==> config.mk <==
export PLATFORM = sky130hd
export DESIGN_NAME = ufe_ram
export DESIGN_NICKNAME = d
export VERILOG_FILES = /design/src/sv/ufe_ram.sv
export SDC_FILE = /design/constraint.sdc
export NUM_CORES = 1
export LEC_CHECK = 0
export BUFFER_PORTS_ARGS = -buffer_cell sky130_fd_sc_hd__buf_2
export CORE_MARGIN = 3
export CORE_UTILIZATION = 31
export DETAILED_ROUTE_END_ITERATION = 6
export PLACE_DENSITY_LB_ADDON = 0.05
export SYNTH_ARGS = -nofsm -noshare
export SYNTH_HDL_FRONTEND = slang
export SYNTH_SLANG_ARGS = --single-unit
==> constraint.sdc <==
create_clock -name clk_i -period 4.7 [get_ports clk_i]
set_clock_uncertainty 0.2 [all_clocks]
set_input_delay 1.175 -clock clk_i [delete_from_list [all_inputs] [get_ports clk_i]]
set_output_delay 1.175 -clock clk_i [all_outputs]
set_load 0.02 [all_outputs]
==> src/sv/ufe_ram.sv <==
module ufe_ram #(
  parameter int WIDTH = 8,
  parameter int DEPTH = 16
) (
  input  logic                     clk_i,
  input  logic                     we_i,
  input  logic [$clog2(DEPTH)-1:0] waddr_i,
  input  logic [WIDTH-1:0]         wdata_i,
  input  logic [$clog2(DEPTH)-1:0] raddr_i,
  output logic [WIDTH-1:0]         rdata_o
);

  logic [WIDTH-1:0] mem_q [DEPTH];
  logic [WIDTH-1:0] rdata_q;

  always_ff @(posedge clk_i) begin
    if (we_i) begin
      mem_q[waddr_i] <= wdata_i;
    end
    rdata_q <= mem_q[raddr_i];
  end

  assign rdata_o = rdata_q;

endmodule

==> key figures, run 1 <==
Routing
  • Final WL: 11,000 um
  • Vias: 2,323
  • DRC violation count after routing: 0
  • DRT iter0 DRCs: 257
  • Routed WL per cell: 22.2 um
  • Antenna viol nets, final: 0
  • Vias per inst: 4.68
  • 1st-pass router iterations: 4

Clocking
  • H-tree levels: 4
  • Clk Latency, worst-skew pair: 410 ps
  • Resized cells post-CTS: 0
  • Cts bufs inserted: 17
  • Max Root-Sink Buffers: 2
  • Clk Tree Root Cell: clkbuf_16
  • Post-CTS Repair Setup Buffers: 0
  • CTS tree: built
  • Clk slew on worst S/H paths: 60 ps
  • Cts hold-fix bufs: 0
  • Clk sink count: 136

Power and ir drop
  • VDD IR max: 245 uV
  • Power per cell area: 458 mW/mm2
  • Reported leakage power: 2.01 nW

STA
  • Slew at the pin closest to its max-slew limit: 1090 ps
  • Setup-violating endpoint count in the final report: 0
  • Tmin final: 2770 ps
  • Hold Fails Final Rpt: 0
  • Unrepaired setup endpoints after global routing: no
  • Sum Neg Setup Slack: 0 ps
  • Slew Limit Fails: 0
  • Part of the cycle the worst path needs: 58.9%
  • Rel. slew slack: 27.4%
  • FMAX: 0.361 GHz
  • Worst hold slack: 476 ps

Critical path
  • Worst r2r src: mem_q[3][7]
  • CP startpoint kind: primary input
  • Worst Path Max Fanout: 18
  • Worst Setup SP: raddr_i[0]
  • WP data required: 4790 ps
  • CP Class: in2reg
  • Nature of the critical path endpoint: register
  • Crit path DAT: 2850 ps

Finish
  • Multi-input logic area: 0.00106 mm2
  • Share of post-route cells with drive strength above 1: 26.4%
  • Nets: 286
  • Register Area: 0.00400 mm2
  • Area delta synth->final: 18.0%
  • Fillers: 1,464
  • ANT cells: 0
  • Most frequent cells in the layout: 128 x edfxtp_1, 25 x buf_2, 18 x mux4_2
  • Commonest non-fill, non-tap cell in the layout: edfxtp_1

Placement
  • Gpl congestion: 0.694
  • DP HPWL: 6780 um
  • IO Port Bufs: 25

Hold path
  • Hold_sp: mem_q[8][1]
  • Min-delay worst type: reg2reg

Global route
  • Global route overflow: 0
  • Largest net degree at the start of global routing: 33
  • Tot GR Track Use: 13.1%
  • Initial antenna violation count: 0
  • Vias in the first global route: 2,489
  • First-pass GRT wire length: 16,400 um

Floorplanning
  • Cell Rows: 46
  • Die Height: 135 um
  • Die width: 135 um
  • Initial Utilization: 32.1%
  • Core footprint: 0.0161 mm2
  • # IOs: 26
  • Die area: 0.0182 mm2

Status
  • Status: finished clean

Synth
  • Synth cell types: 19
  • Yosys Warn Count: 0
  • Post-Syn Area: 0.00515 mm2
  • Sequential-to-total area share from yosys stat: 77.8%
  • Syn nets: 247
  • Synthesized flop and latch total: 136
  • Syn avg cell area: 22.5 um2
  • Post-Syn Instances: 229

Job
  • Max cap viols: 0
[sequential cells by signal, indices dropped and copies added, names as in the netlist]
| register | cells |
|---|---|
| rdata_o | 8 |
| mem_q | 128 |
[per-stage QoR]
| stage | setup WS (ps) | total power, mW | utilization, % | instances | instance area (um2) |
|---|---|---|---|---|---|
| floorplan | 1830 | 1.47 | - | 229 | 5150 |
| global placement | 1420 | 1.53 | 34.3 | 465 | 5510 |
| detailed placement | 1450 | 1.53 | 34.3 | 465 | 5510 |
| CTS | 1870 | 2.81 | 37.8 | 496 | 6070 |
| global route | 1780 | 2.88 | 37.8 | 496 | 6070 |
| finish | 1930 | 2.78 | 37.8 | 496 | 6070 |
[synthesized netlist by cell type]
master,number,area share [%]
nor2_1,13,0.95
nand3b_1,2,0.29
nor2b_1,1,0.12
nor3_1,4,0.39
nand2_1,9,0.66
and2b_1,1,0.15
dfxtp_1,8,3.1
buf_4,1,0.15
mux4_1,14,7.1
nand2b_1,2,0.24
buf_2,3,0.29
buf_6,3,0.66
a22oi_1,16,2.3
nand3_1,1,0.097
mux4_2,18,7.9
clkdlybuf4s25_2,3,0.58
edfxtp_1,128,75
and2_1,1,0.12
or3b_2,1,0.17
[logic make-up (layout without fill, tap and decap cells)]
logic type | count (synthesis) | count (layout) | share of synthesized area, %
flip-flops | 136 | 136 | 77.8
AO/OA/AOI/OAI | 16 | 16 | 2.33
buffers and inverters | 10 | 61 | 1.68
AND/OR/NAND/NOR | 35 | 35 | 3.18
multiplexers | 32 | 32 | 15.0
[cell type report]
class / count / share of cell area [%]
Clock inverter: 12 / 2.20
Tap cell: 216 / 4.45
Timing Repair Buffer: 30 / 2.88
Multi-Input combinational cell: 83 / 17.4
Clock buffer: 19 / 7.13
Sequential cell: 136 / 65.9
[power breakdown]
part,internal (mW),switching (mW),total [mW]
combinational,0.0506,0.0798,0.130
clock,0.820,0.467,1.29
sequential,1.36,0.00791,1.36
total,2.23,0.554,2.78
[routing by layer]
layer | track usage, % | wire length (um) | part of all wire, % | vias to the layer above
met5 | 0 | 0 | 0 | -
met4 | 4.58 | 129 | 1.2 | 0
li1 | - | - | - | 1052
met2 | 19.0 | 5120 | 46 | 52
met3 | 3.91 | 526 | 4.8 | 12
met1 | 18.9 | 5250 | 48 | 1207
[worst max-delay path, cell delays in order]
cell	delay (ps)
buf_2	510
buf_12	260
mux4_1	560
a22oi_1	230
nand2_1	100
[path summary, 6_finish.rpt]
path	endpoint	slack (ps)	cells past startpoint
setup / recovery	rdata_o[4]	1930	5
hold / removal	rdata_o[1]	480	3
setup reg to reg	rdata_o[7]	3150	3
hold reg to reg	rdata_o[1]	480	3
Note: power is estimated with default switching activity, not from simulation.
==> run 2, diff against run 1 <==
Clock period 4.7 ns to 2.55 ns, I/O delays scaled along.
==> run 2 against run 1 <==
Sequential power up 85%. Non-clock buffer count up 15. Total power up 77%. Critical endpoint is now rdata_o[7].
==> key figures, run 2 (synthesized netlist as in run 1, its figures left out) <==
STA
  • Setup-violating endpoint count in the final report: 0
  • Slew at the pin closest to its max-slew limit: 897 ps
  • Unrepaired setup endpoints after global routing: no
  • Part of the cycle the worst path needs: 71.4%
  • FMAX: 0.549 GHz
  • Slew Limit Fails: 0
  • Hold Fails Final Rpt: 0
  • Tmin final: 1820 ps
  • Rel. slew slack: 40.1%
  • Sum Neg Setup Slack: 0 ps

Critical path
  • CP Cell Sequence: buf_2 > buf_12 > mux4_2 > a22oi_1 > nand2_1
  • Worst Path Max Fanout: 10
  • Crit path DAT: 1900 ps
  • WP data required: 2630 ps
  • CP max stage cell: mux4_2
  • CP startpoint kind: primary input
  • CP Class: in2reg
  • Nature of the critical path endpoint: register
  • CP max stage delay: 510 ps

Clocking
  • Clk sink count: 136
  • H-tree levels: 4
  • Clk Tree Root Cell: clkbuf_16
  • Cts bufs inserted: 17
  • Max Root-Sink Buffers: 2
  • Resized cells post-CTS: 0
  • CTS tree: built
  • Cts hold-fix bufs: 0
  • Post-CTS Repair Setup Buffers: 0
  • Clk slew on worst S/H paths: 60 ps
  • Clk Latency, worst-skew pair: 410 ps

Finish
  • Share of post-route cells with drive strength above 1: 30.1%
  • Final core utilization: 38.5%
  • Most flops, register: mem_q
  • Most frequent cells in the layout: 128 x edfxtp_1, 25 x buf_2, 18 x mux4_2
  • ANT cells: 0
  • Area delta synth->final: 20.0%
  • Max reg flops: 128
  • Commonest non-fill, non-tap cell in the layout: edfxtp_1
  • Nets: 301

Placement
  • DP HPWL: 7090 um
  • IO Port Bufs: 25
  • Gpl congestion: 0.672

Floorplanning
  • Cell Rows: 46
  • Core footprint: 0.0161 mm2
  • # IOs: 26
  • Die Height: 135 um
  • Initial Utilization: 32.1%
  • Die area: 0.0182 mm2
  • Die width: 135 um

Power and ir drop
  • Reported leakage power: 2.08 nW
  • VDD IR max: 471 uV
  • Power per cell area: 796 mW/mm2

Routing
  • DRT iter0 DRCs: 224
  • Final WL: 11,100 um
  • 1st-pass router iterations: 4
  • Vias: 2,403
  • Post-Route M1 WL: 5200 um
  • Routed length on met2: 5330 um
  • Antenna viol nets, final: 0
  • DRC violation count after routing: 0
  • Met3 routed WL: 419 um
  • Vias per inst: 4.69
  • Top sig layer: met5
  • Routed WL per cell: 21.8 um

Global route
  • Largest net degree at the start of global routing: 33
  • Global route overflow: 0
  • Initial antenna violation count: 1
  • Tot GR Track Use: 13.2%
  • First-pass GRT wire length: 16,500 um
  • Vias in the first global route: 2,543

Job
  • Max cap viols: 0

Status
  • Status: finished clean

Hold path
  • Min-delay worst type: in2reg
run 2: path summary, 6_finish.rpt:
check / startpoint / to / cells past startpoint / slack, ps
max: raddr_i[0] / rdata_o[7] / 5 / 730
min: wdata_i[4] / mem_q[14][4] / 1 / 410
max reg2reg: mem_q[3][7] / rdata_o[7] / 3 / 990
min reg2reg: mem_q[11][4] / rdata_o[4] / 3 / 470
run 2: metrics by stage:
| step | hold slack, ps | cells | setup WS (ps) | power, mW | instance area (um2) |
|---|---|---|---|---|---|
| final | 410 | 512 | 728 | 4.91 | 6170 |
| after global routing | 406 | 512 | 655 | 5.10 | 6170 |
| after CTS | 403 | 512 | 703 | 4.99 | 6170 |
| after detailed placement | 467 | 480 | 270 | 2.83 | 5660 |
| after global placement | 457 | 480 | 258 | 2.83 | 5660 |
| after floorplan | 429 | 229 | 220 | 2.70 | 5150 |
run 2: layout make-up:
class	instances	area, um2
flip-flops and latches	136	4000
well taps	216	270
repair buffers	45	325
fillers	1463	9880
clock buffers	27	493
multi-input cells	83	1060
clock inverters	5	25.0
run 2: power by group:
part	internal [mW]	switching, mW	leakage [nW]
sequential	2.50	0.0148	1.22
clock	1.31	0.830	0.259
combinational	0.106	0.150	0.594
total	3.92	0.995	2.08
run 2: critical path: cells and delay by family:
kind	cells	cell delay, ps
AOI/OAI and AO/OA	1	250
and+or+nand+nor	1	140
muxes	1	510
buffers and inverters	2	350
run 2: layer usage:
layer	GRT usage (%)	vias to the layer above
met5	0	-
met4	4.47	2
met3	4.84	16
met2	20.2	41
met1	17.4	1266
li1	-	1078
